`config.mk`:
```
export PLATFORM = sky130hd
export DESIGN_NAME = cron_field_time_matcher
export DESIGN_NICKNAME = d
export VERILOG_FILES = /design/src/rtl/cftm_pkg.sv /design/src/rtl/cftm_ctrl.sv /design/src/rtl/cftm_datapath.sv /design/src/rtl/cron_field_time_matcher.sv
export SDC_FILE = /design/constraint.sdc
export NUM_CORES = 1
export LEC_CHECK = 0
export BUFFER_PORTS_ARGS = -buffer_cell sky130_fd_sc_hd__buf_2
export CAP_MARGIN = 20
export CELL_PAD_IN_SITES_DETAIL_PLACEMENT = 0
export CELL_PAD_IN_SITES_GLOBAL_PLACEMENT = 1
export CORE_MARGIN = 3
export CORE_UTILIZATION = 47
export DETAILED_ROUTE_END_ITERATION = 16
export PLACE_DENSITY = 0.91
export SLEW_MARGIN = 20
export SYNTH_ARGS = -nofsm -noshare
export SYNTH_HDL_FRONTEND = slang
export SYNTH_HIERARCHICAL = 1
export SYNTH_SLANG_ARGS = --single-unit
export TNS_END_PERCENT = 5
```
`constraint.sdc`:
```
create_clock -name aclk -period 4.7 [get_ports aclk]
set_clock_uncertainty 0.2 [all_clocks]
set_input_delay 0.235 -clock aclk [delete_from_list [all_inputs] [get_ports aclk]]
set_output_delay 0.235 -clock aclk [all_outputs]
set_load 0.03 [all_outputs]
```
`src/rtl/cftm_pkg.sv`:
```
`timescale 1ns / 1ps
// ============================================================================
// cftm_pkg
// Shared constants, state encoding and control bundles for the cron field
// time matcher.
// ============================================================================
package cftm_pkg;

    // Width of the stored decimal numbers; numbers saturate at all ones.
    localparam int VALUE_WIDTH = 8;
    localparam int TIME_W      = 6;
    localparam int CH_W        = 8;
    localparam int S_TDATA_W   = 16;
    localparam int M_TDATA_W   = 8;

    // Dividend of the step test is t + 1 or t - a + 1, at most 64.
    localparam int DIV_W = TIME_W + 1;
    localparam int CNT_W = $clog2(DIV_W + 1);
    localparam int ACC_W = VALUE_WIDTH + 4;

    localparam logic [CH_W-1:0] CH_STAR  = 8'h2A;
    localparam logic [CH_W-1:0] CH_COMMA = 8'h2C;
    localparam logic [CH_W-1:0] CH_DASH  = 8'h2D;
    localparam logic [CH_W-1:0] CH_SLASH = 8'h2F;
    localparam logic [CH_W-1:0] CH_ZERO  = 8'h30;
    localparam logic [CH_W-1:0] CH_NINE  = 8'h39;

    typedef enum logic [1:0] {
        ST_IDLE,
        ST_EVAL,
        ST_DIV,
        ST_EMIT
    } cftm_state_t;

    // Commands from the controller to the datapath.
    typedef struct packed {
        logic load_char;
        logic div_start;
        logic div_step;
        logic commit;
        logic use_div;
        logic emit;
    } cftm_cmd_t;

    // Status from the datapath to the controller.
    typedef struct packed {
        logic judge_in;
        logic last;
        logic need_div;
        logic div_done;
        logic out_free;
    } cftm_sts_t;

endpackage

```
`src/rtl/cftm_ctrl.sv`:
```
`timescale 1ns / 1ps
// ============================================================================
// cftm_ctrl
// Sequencer: accepts characters, runs term evaluation and the step divider,
// and hands the field result to the output register.
// ============================================================================
module cftm_ctrl (
    input  logic              aclk,
    input  logic              aresetn,
    input  logic              s_tvalid,
    output logic              s_tready,
    input  cftm_pkg::cftm_sts_t sts,
    output cftm_pkg::cftm_cmd_t cmd
);
    import cftm_pkg::*;

    cftm_state_t state_reg;
    cftm_state_t state_next;

    always_ff @(posedge aclk) begin
        if (!aresetn) begin
            state_reg <= ST_IDLE;
        end else begin
            state_reg <= state_next;
        end
    end

    always_comb begin
        state_next = state_reg;
        cmd        = '0;
        s_tready   = 1'b0;
        case (state_reg)
            ST_IDLE: begin
                s_tready = 1'b1;
                if (s_tvalid) begin
                    cmd.load_char = 1'b1;
                    if (sts.judge_in) begin
                        state_next = ST_EVAL;
                    end
                end
            end
            ST_EVAL: begin
                if (sts.need_div) begin
                    cmd.div_start = 1'b1;
                    state_next    = ST_DIV;
                end else begin
                    cmd.commit = 1'b1;
                    state_next = sts.last ? ST_EMIT : ST_IDLE;
                end
            end
            ST_DIV: begin
                if (sts.div_done) begin
                    cmd.commit  = 1'b1;
                    cmd.use_div = 1'b1;
                    state_next  = sts.last ? ST_EMIT : ST_IDLE;
                end else begin
                    cmd.div_step = 1'b1;
                end
            end
            ST_EMIT: begin
                if (sts.out_free) begin
                    cmd.emit   = 1'b1;
                    state_next = ST_IDLE;
                end
            end
            default: begin
                state_next = ST_IDLE;
            end
        endcase
    end

endmodule

```
`src/rtl/cftm_datapath.sv`:
```
`timescale 1ns / 1ps
// ============================================================================
// cftm_datapath
// Number history, term flags, term comparison, bit-serial remainder unit
// and the result register.
// ============================================================================
module cftm_datapath (
    input  logic                               aclk,
    input  logic                               aresetn,
    input  logic [cftm_pkg::S_TDATA_W-1:0]     s_tdata,
    input  logic                               s_tlast,
    output logic [cftm_pkg::M_TDATA_W-1:0]     m_tdata,
    output logic                               m_tvalid,
    input  logic                               m_tready,
    input  cftm_pkg::cftm_cmd_t                cmd,
    output cftm_pkg::cftm_sts_t                sts
);
    import cftm_pkg::*;

    localparam logic [VALUE_WIDTH-1:0] NUM_MAX = '1;

    logic [VALUE_WIDTH-1:0] hist_reg [3];
    logic [VALUE_WIDTH-1:0] hist_next [3];
    logic [1:0]             seen_reg, seen_next;
    logic                   digit_reg, digit_next;
    logic                   star_reg, star_next;
    logic                   dash_reg, dash_next;
    logic                   slash_reg, slash_next;
    logic [1:0]             sep_reg, sep_next;
    logic                   match_reg, match_next;
    logic [TIME_W-1:0]      t_reg, t_next;
    logic                   last_reg, last_next;
    logic [DIV_W-1:0]       dvd_reg, dvd_next;
    logic [VALUE_WIDTH-1:0] rem_reg, rem_next;
    logic [CNT_W-1:0]       cnt_reg, cnt_next;
    logic                   mvalid_reg, mvalid_next;
    logic                   mdata_reg, mdata_next;

    logic [CH_W-1:0]        ch;
    logic                   is_digit;
    logic [ACC_W-1:0]       acc;
    logic [VALUE_WIDTH-1:0] acc_sat;
    logic [VALUE_WIDTH-1:0] a, b, n, t_ext;
    logic                   direct_ok;
    logic                   need_div;
    logic [DIV_W-1:0]       dvd_in;
    logic [VALUE_WIDTH:0]   rem_sh;
    logic [VALUE_WIDTH:0]   rem_diff;
    logic                   term_ok;

    assign ch       = s_tdata[CH_W-1:0];
    assign is_digit = ch inside {[CH_ZERO:CH_NINE]};

    // Decimal accumulate: h0 * 10 + digit, saturating.
    assign acc = ({4'd0, hist_reg[0]} << 3) + ({4'd0, hist_reg[0]} << 1)
               + ACC_W'(ch[3:0]);
    assign acc_sat = (acc > ACC_W'(NUM_MAX)) ? NUM_MAX : acc[VALUE_WIDTH-1:0];

    assign n     = hist_reg[0];
    assign b     = hist_reg[1];
    assign a     = hist_reg[2];
    assign t_ext = VALUE_WIDTH'(t_reg);

    // Term classification from the flags left by the judging character.
    always_comb begin
        direct_ok = 1'b0;
        need_div  = 1'b0;
        dvd_in    = {1'b0, t_reg} + DIV_W'(1);
        case (sep_reg)
            2'd0: begin
                direct_ok = star_reg || (seen_reg != 2'd0 && n == t_ext);
            end
            2'd1: begin
                if (dash_reg) begin
                    direct_ok = seen_reg >= 2'd2 && b <= t_ext && t_ext <= n;
                end else if (star_reg && slash_reg) begin
                    need_div = seen_reg != 2'd0 && n != '0;
                end
            end
            2'd2: begin
                if (dash_reg && slash_reg && seen_reg == 2'd3 && n != '0
                    && a <= t_ext && t_ext <= b) begin
                    need_div = 1'b1;
                    dvd_in   = {1'b0, t_reg} - DIV_W'(a) + DIV_W'(1);
                end
            end
            default: begin
                direct_ok = 1'b0;
            end
        endcase
    end

    // One restoring division step per cycle; only the remainder is kept.
    assign rem_sh   = {rem_reg, dvd_reg[DIV_W-1]};
    assign rem_diff = rem_sh - {1'b0, n};
    assign term_ok  = cmd.use_div ? (rem_reg == '0) : direct_ok;

    always_comb begin
        hist_next   = hist_reg;
        seen_next   = seen_reg;
        digit_next  = digit_reg;
        star_next   = star_reg;
        dash_next   = dash_reg;
        slash_next  = slash_reg;
        sep_next    = sep_reg;
        match_next  = match_reg;
        t_next      = t_reg;
        last_next   = last_reg;
        dvd_next    = dvd_reg;
        rem_next    = rem_reg;
        cnt_next    = cnt_reg;
        mvalid_next = mvalid_reg;
        mdata_next  = mdata_reg;

        if (cmd.load_char) begin
            t_next    = s_tdata[CH_W +: TIME_W];
            last_next = s_tlast;
            if (is_digit) begin
                if (digit_reg) begin
                    hist_next[0] = acc_sat;
                end else begin
                    hist_next[2] = hist_reg[1];
                    hist_next[1] = hist_reg[0];
                    hist_next[0] = VALUE_WIDTH'(ch[3:0]);
                    if (seen_reg != 2'd3) begin
                        seen_next = seen_reg + 2'd1;
                    end
                end
                digit_next = 1'b1;
            end else if (ch == CH_STAR) begin
                star_next  = 1'b1;
                digit_next = 1'b0;
            end else if (ch == CH_DASH || ch == CH_SLASH) begin
                if (ch == CH_DASH) begin
                    dash_next = 1'b1;
                end else begin
                    slash_next = 1'b1;
                end
                if (sep_reg != 2'd3) begin
                    sep_next = sep_reg + 2'd1;
                end
                digit_next = 1'b0;
            end
        end

        if (cmd.div_start) begin
            dvd_next = dvd_in;
            rem_next = '0;
            cnt_next = CNT_W'(DIV_W);
        end

        if (cmd.div_step) begin
            dvd_next = dvd_reg << 1;
            rem_next = rem_diff[VALUE_WIDTH] ? rem_sh[VALUE_WIDTH-1:0]
                                             : rem_diff[VALUE_WIDTH-1:0];
            cnt_next = cnt_reg - CNT_W'(1);
        end

        if (cmd.commit) begin
            match_next = match_reg | term_ok;
            star_next  = 1'b0;
            dash_next  = 1'b0;
            slash_next = 1'b0;
            sep_next   = 2'd0;
            digit_next = 1'b0;
        end

        if (mvalid_reg && m_tready) begin
            mvalid_next = 1'b0;
        end

        if (cmd.emit) begin
            mvalid_next  = 1'b1;
            mdata_next   = match_reg;
            hist_next[0] = '0;
            hist_next[1] = '0;
            hist_next[2] = '0;
            seen_next    = 2'd0;
            match_next   = 1'b0;
            last_next    = 1'b0;
        end
    end

    always_ff @(posedge aclk) begin
        if (!aresetn) begin
            hist_reg[0] <= '0;
            hist_reg[1] <= '0;
            hist_reg[2] <= '0;
            seen_reg    <= 2'd0;
            digit_reg   <= 1'b0;
            star_reg    <= 1'b0;
            dash_reg    <= 1'b0;
            slash_reg   <= 1'b0;
            sep_reg     <= 2'd0;
            match_reg   <= 1'b0;
            last_reg    <= 1'b0;
            cnt_reg     <= '0;
            mvalid_reg  <= 1'b0;
        end else begin
            hist_reg    <= hist_next;
            seen_reg    <= seen_next;
            digit_reg   <= digit_next;
            star_reg    <= star_next;
            dash_reg    <= dash_next;
            slash_reg   <= slash_next;
            sep_reg     <= sep_next;
            match_reg   <= match_next;
            last_reg    <= last_next;
            cnt_reg     <= cnt_next;
            mvalid_reg  <= mvalid_next;
        end
        t_reg     <= t_next;
        dvd_reg   <= dvd_next;
        rem_reg   <= rem_next;
        mdata_reg <= mdata_next;
    end

    assign sts.judge_in = (ch == CH_COMMA) || s_tlast;
    assign sts.last     = last_reg;
    assign sts.need_div = need_div;
    assign sts.div_done = cnt_reg == '0;
    assign sts.out_free = !mvalid_reg || m_tready;

    assign m_tvalid = mvalid_reg;
    assign m_tdata  = {{(M_TDATA_W-1){1'b0}}, mdata_reg};

endmodule

```
`src/rtl/cron_field_time_matcher.sv`:
```
`timescale 1ns / 1ps
// ============================================================================
// cron_field_time_matcher
// Matches one cron time field, streamed one character per transaction,
// against a time value.
// ============================================================================
// Usage: the slave channel carries one character of the field per
// transaction together with the time value; s_tlast marks the field's final
// character. Terms are comma separated: a number, a star, a range a-b,
// a step */n or a stepped range a-b/n. The master channel returns exactly
// one transaction per field, after the character with s_tlast, whose bit 0
// is 1 when any term of the field matched the time value.
// Sequencing: an ordinary character (digit, star, dash, slash, ignored
// character) is taken in the idle state. A comma or final character adds a
// term evaluation state, then a divide state when the term carries a step,
// since the remainder is found by a bit-serial divider, one dividend bit per
// cycle over seven bits. Input is held off while a term is judged. The
// final character then loads the result register in the emit state, which
// waits while the previous result is still held; input stays held off.
// Reset (aresetn low, synchronous) clears the numbers, flags and match state and
// empties the result register. When the receiver stalls, the result holds in
// the output register and the next field's characters are still accepted;
// only a second field end waits until the held result has been taken.
// ============================================================================
module cron_field_time_matcher (
    input  logic                               aclk,
    input  logic                               aresetn,
    input  logic                               s_tvalid,
    output logic                               s_tready,
    // s_tdata: [7:0] ch, [13:8] time_value, [15:14] zero.
    input  logic [cftm_pkg::S_TDATA_W-1:0]     s_tdata,
    input  logic                               s_tlast,
    output logic                               m_tvalid,
    input  logic                               m_tready,
    // m_tdata: [0] matched, [7:1] zero.
    output logic [cftm_pkg::M_TDATA_W-1:0]     m_tdata
);
    import cftm_pkg::*;

    cftm_cmd_t cmd;
    cftm_sts_t sts;

    // The controller sequences each character and each term judgement.
    cftm_ctrl u_ctrl (
        .aclk     (aclk),
        .aresetn  (aresetn),
        .s_tvalid (s_tvalid),
        .s_tready (s_tready),
        .sts      (sts),
        .cmd      (cmd)
    );

    // The datapath holds the numbers, flags, divider and result register.
    cftm_datapath u_datapath (
        .aclk     (aclk),
        .aresetn  (aresetn),
        .s_tdata  (s_tdata),
        .s_tlast  (s_tlast),
        .m_tdata  (m_tdata),
        .m_tvalid (m_tvalid),
        .m_tready (m_tready),
        .cmd      (cmd),
        .sts      (sts)
    );

endmodule

```
* Word level (Yosys, flattened, before mapping)
Index checks and enable logic that the tools add are counted. Widths: inputs -> output; s select.
Operators by class: add/sub/neg operators 9, magnitude comparators 8, equal/unequal tests 17, muxes and demuxes 43, bitwise operators 6, reduce and logical (&&, ||, !) cells 37
Operators with widths (number):
- $mux 8 | 5
- $eq 8x6->1 const B | 4
- $mux 7 | 4
- $mux 1 | 21
- $le 6x8->1 | 2
- $le 8x6->1 | 2
- $reduce_and 5->1 | 3
- $mux 2 | 7
- $add 11x9->12 | 1
- $add 12x4->12 | 1
- $gt 12x8->1 const B | 1
- $logic_and 1x1->1 | 12
- $ne 2x2->1 const B | 6
- $sub 9x8->9 | 1
- $eq 2x2->1 const B | 4
- $eq 8x6->1 | 1
- $ge 8x6->1 const B | 1
- $le 8x6->1 const B | 1
- $logic_not 8->1 | 1
- $pmux 2 s4 | 1
- $reduce_and 4->1 | 2
- $reduce_bool 8->1 | 1
- $add 6x1->7 const B | 1
- $add 7x1->7 const B | 1
- other kinds (18) | 36
Word-level totals: flip-flop bits (word level) 62, bits of input ports 21, output and inout bits 10

* Logic depth before layout (Yosys ltp)
depth in word-level cells 11, depth in mapped cells 14, gate-level depth less buffers 13

* By module
The synthesis kept the hierarchy.
By module, submodules not included:
- cftm_datapath | instances 1, cells an instance 484, area each 4357.9 um^2, seq. area each 1411.4 um^2
- cftm_ctrl | instances 1, cells an instance 32, area each 256.5 um^2, seq. area each 40.0 um^2

* Least setup slack after synthesis
No wires, ideal clock.
path type register to register, start reg u_datapath.t_reg[2], end reg u_datapath.dvd_reg[4] (data pin), arrival time 2860 ps, path slack 1446 ps, cell stages (with the launch flop) 13, cell sequence edfxtp_1 ha_1 and3_1 a221o_1 a311o_1 nor2_2 o21a_1 buf_4 and2_1 nor2b_1 buf_1 nand4_1 o311ai_0
Between the ends: word-level cells in the longest chain between the ends 7
RTL lines:
- from (decl) | RTL line cftm_datapath.sv:31 | logic [TIME_W-1:0] t_reg, t_next;
- from (signal assigned) | RTL line cftm_datapath.sv:212 | t_reg <= t_next;
- branches (longest 4 deep; another with $sub 6x7->7)
- $mux 7 (*) | RTL line cftm_datapath.sv:69 | case (sep_reg)
- $mux 7 (*) | RTL line cftm_datapath.sv:146 | if (cmd.div_start) begin
- $mux 7 (*) | RTL line cftm_datapath.sv:152 | if (cmd.div_step) begin
- net u_datapath.dvd_next[4] | RTL line cftm_datapath.sv:33 | logic [DIV_W-1:0] dvd_reg, dvd_next;
- to (signal assigned) | RTL line cftm_datapath.sv:213 | dvd_reg <= dvd_next;
- to (decl) | RTL line cftm_datapath.sv:33
Mark *: on every way through the listed nets, which the timed path passes. The select of a mux whose other input is x is not followed. A chain may end at the register's enable or synchronous reset.

* Worst setup path in the final report
Ends and elaborated chain as after synthesis.

==> flow_summary.json <==
{
  "total_power_uw": 1280,
  "synth-seq-cells": 62,
  "clkSinkCount": 62,
  "die_area_um2": 11000,
  "p_leak_uw": 0.00210,
  "rows": 35,
  "cp_slowest_cell": "edfxtp_1",
  "combPwrFrac_pct": 11.8,
  "yosys_most_used_dff": "dfxtp_1",
  "fillers": 882,
  "grt_overflow_total": 0,
  "power.density_nw_per_um2": 251,
  "vias": 3815,
  "cp-end-kind": "flop",
  "grt_pass1_wl_mm": 18.1,
  "io_pins": 31,
  "path_cells": "ha_1, and3_1, nand4_1, and2_1, a311o_1, nor2_2, o21a_1, and2_1, nor2b_1, nand4_1, o311ai_0",
  "power_frac_seq_pct": 44.4,
  "ys_types": 65,
  "synth_edf_count": 21,
  "place_congestion": 0.821,
  "ys_warn_count": 6,
  "drtPass1Iterations": 5,
  "clock_latency_ps": 350,
  "synthArstFlopShare_pct": 0,
  "syn_inst": 516,
  "clk_pin_slew_worst_paths_ps": 80,
  "die_x_um": 105,
  "crit_path_start_kind": "flop",
  "wire_per_inst_um": 15.7,
  "routed_wl_mm": 10.6,
  "io_buffer_count": 21,
  "cts_buffers": 9,
  "synth_seq_area_share_pct": 31.5,
  "clockBufferDepth": 2,
  "drv_cap": 0,
  "grt_usage_pct": 20.2,
  "dp_hpwl_mm": 7.96,
  "hold_viol": 0,
  "worstSetupPathType": "flop to flop",
  "status": "finished clean",
  "slew_headroom_pct": 34.6,
  "htreeDepth": 3,
  "die_h_um": 105,
  "rsz0062_at_grt": "false",
  "netlist_area_um2": 4610,
  "drtIter0Drc": 250,
  "fmax_mhz": 262,
  "antenna_left": 0,
  "clkPwrFrac_pct": 43.8,
  "grt_max_degree": 31,
  "worstMarginPinSlew_ps": 978,
  "start_util_pct": 49.2,
  "hold_class": "primary input to flop",
  "antenna_found_initial": 0,
  "area_growth_pct": 11.0,
  "fin_crit_ps": 3820,
  "netSwitchingFraction_pct": 25.8,
  "core_area_um2": 9370,
  "intPower_uw": 953,
  "drc": 0,
  "cpPeakStageDelay_ps": 520,
  "switching_power_uw": 331,
  "drive_gt1_share_pct": 9.69,
  "avgSynthCellArea_um2": 8.94,
  "arrival_ps": 3740,
  "cts_setup_buffers": 0,
  "antenna_cells": 0,
  "cts_tree": "yes",
  "worstPathRequired_ps": 4630,
  "via_per_inst": 5.64,
  "grt_pass1_vias": 3730,
  "clockRootBuffer": "clkbuf_8",
  "setup_violations": 0,
  "peakVddDrop_v": 0.000199,
  "fin_crit_sh_pct": 81.2,
  "cp_max_fo": 8,
  "nets": 634,
  "maxSlewViolCount": 0,
  "setup_tns_ps": 0,
  "post_cts_resized": 0
}
path summary, 6_finish.rpt:
check / startpoint / endpoint / slack [ps] / cells past startpoint
setup reg to reg: u_datapath/t_reg[2] / u_datapath/dvd_reg[4] / 880 / 11
hold reg to reg: u_datapath/b[2] / u_datapath/a[2] / 270 / 2
setup / recovery: u_datapath/t_reg[2] / u_datapath/dvd_reg[4] / 880 / 11
hold / removal: s_tdata[1] / u_datapath/slash_reg / 50 / 3
layout by cell type (no fill, tap or decap), types with 5 or more instances in the layout:
cell and n:
ha_1 67, nand2_1 48, inv_1 43, a21oi_1 41, dfxtp_1 41, o21ai_0 30, nor2_1 22, buf_2 21
edfxtp_1 21, xnor2_1 18, nand4_1 12, o21a_1 12, dlygate4sd3_1 10, nand3_1 10, nor3_1 10, clkbuf_8 9
nor2b_1 9, a21o_1 7, mux2i_1 7, conb_1 7, nand2b_1 6, nor4_1 6, o311ai_0 5, a211oi_1 5
cell usage after synthesis (4+ instances only):
cell type / instances / area [µm²]
edfxtp_1: 21 / 631
nand4_1: 12 / 75.1
a21boi_0: 4 / 30.0
a211oi_1: 5 / 37.5
fa_1: 4 / 80.1
o21ai_0: 30 / 150
nand3_1: 10 / 50.1
mux2i_1: 7 / 70.1
a21o_1: 7 / 52.6
a21oi_1: 41 / 205
nand2_1: 48 / 180
xnor2_1: 18 / 158
o311ai_0: 5 / 43.8
inv_1: 43 / 161
nor3_1: 10 / 50.1
dfxtp_1: 41 / 821
clkbuf_1: 11 / 41.3
and2_1: 4 / 25.0
nor2b_1: 9 / 56.3
o211ai_1: 4 / 30.0
nor2_1: 22 / 82.6
o21a_1: 12 / 90.1
ha_1: 67 / 838
buf_4: 10 / 75.1
nand2b_1: 6 / 37.5
nor4_1: 6 / 37.5
power by group through the flow:
stage               clock (µW)  sequential [µW]  combinational [µW]
detailed placement           0              583                 143
CTS                        574              570                 151
finish                     562              571                 151
floorplan                    0              578                 110
global placement             0              582                 139
global route               596              571                 171
worst max-delay path, delay by kind of cell (launching register included):
| family | cells | cell delay (ps) |
|---|---|---|
| compound gates | 3 | 720 |
| fa+ha+maj | 1 | 410 |
| flops | 1 | 520 |
| simple gates | 7 | 1740 |
layout make-up:
cell class	instances	area [µm²]	area share, %
clock buffers	10	149	2.91
clock inverters	6	90.1	1.76
flip-flops and latches	62	1450	28.3
inverters	43	161	3.15
repair buffers	33	220	4.30
well taps	129	161	3.15
multi-input cells	393	2890	56.4
metal layers:
metal	global-route usage, %	vias up	part of all wire, %
met5	0	-	0
met4	7.03	0	2.0
met3	3.34	18	3.2
met2	31.9	74	46
met1	27.8	1822	49
li1	-	1901	-
timing repair:
item / CTS / global route
endpoints found under the hold margin: 13 / 0
endpoints found under the setup margin: 0 / 0
hold buffers: 10 / 0
cell families after synthesis:
logic type	after synthesis	synth area share, %
AO/OA/AOI/OAI	137	19.5
flip-flops	62	31.5
multiplexers	7	1.52
XOR/XNOR	21	4.15
AND/OR/NAND/NOR	150	16.9
adder cells (fa/ha/maj)	71	19.9
other	1	0.0813
buffers and inverters	67	6.45
stage by stage:
| step | std cells | hold slack, ps | setup WS, ps | utilization [%] | cell area [µm²] |
|---|---|---|---|---|---|
| after floorplan | 522 | 134 | 1450 | - | 4640 |
| after global placement | 650 | 211 | 1050 | 51.0 | 4780 |
| after detailed placement | 650 | 215 | 968 | 51.0 | 4780 |
| after CTS | 676 | 41.7 | 906 | 54.6 | 5120 |
| after global routing | 676 | 96.5 | 620 | 54.6 | 5120 |
| final | 676 | 54.9 | 885 | 54.6 | 5120 |
Note: power is estimated with default switching activity, not from simulation.
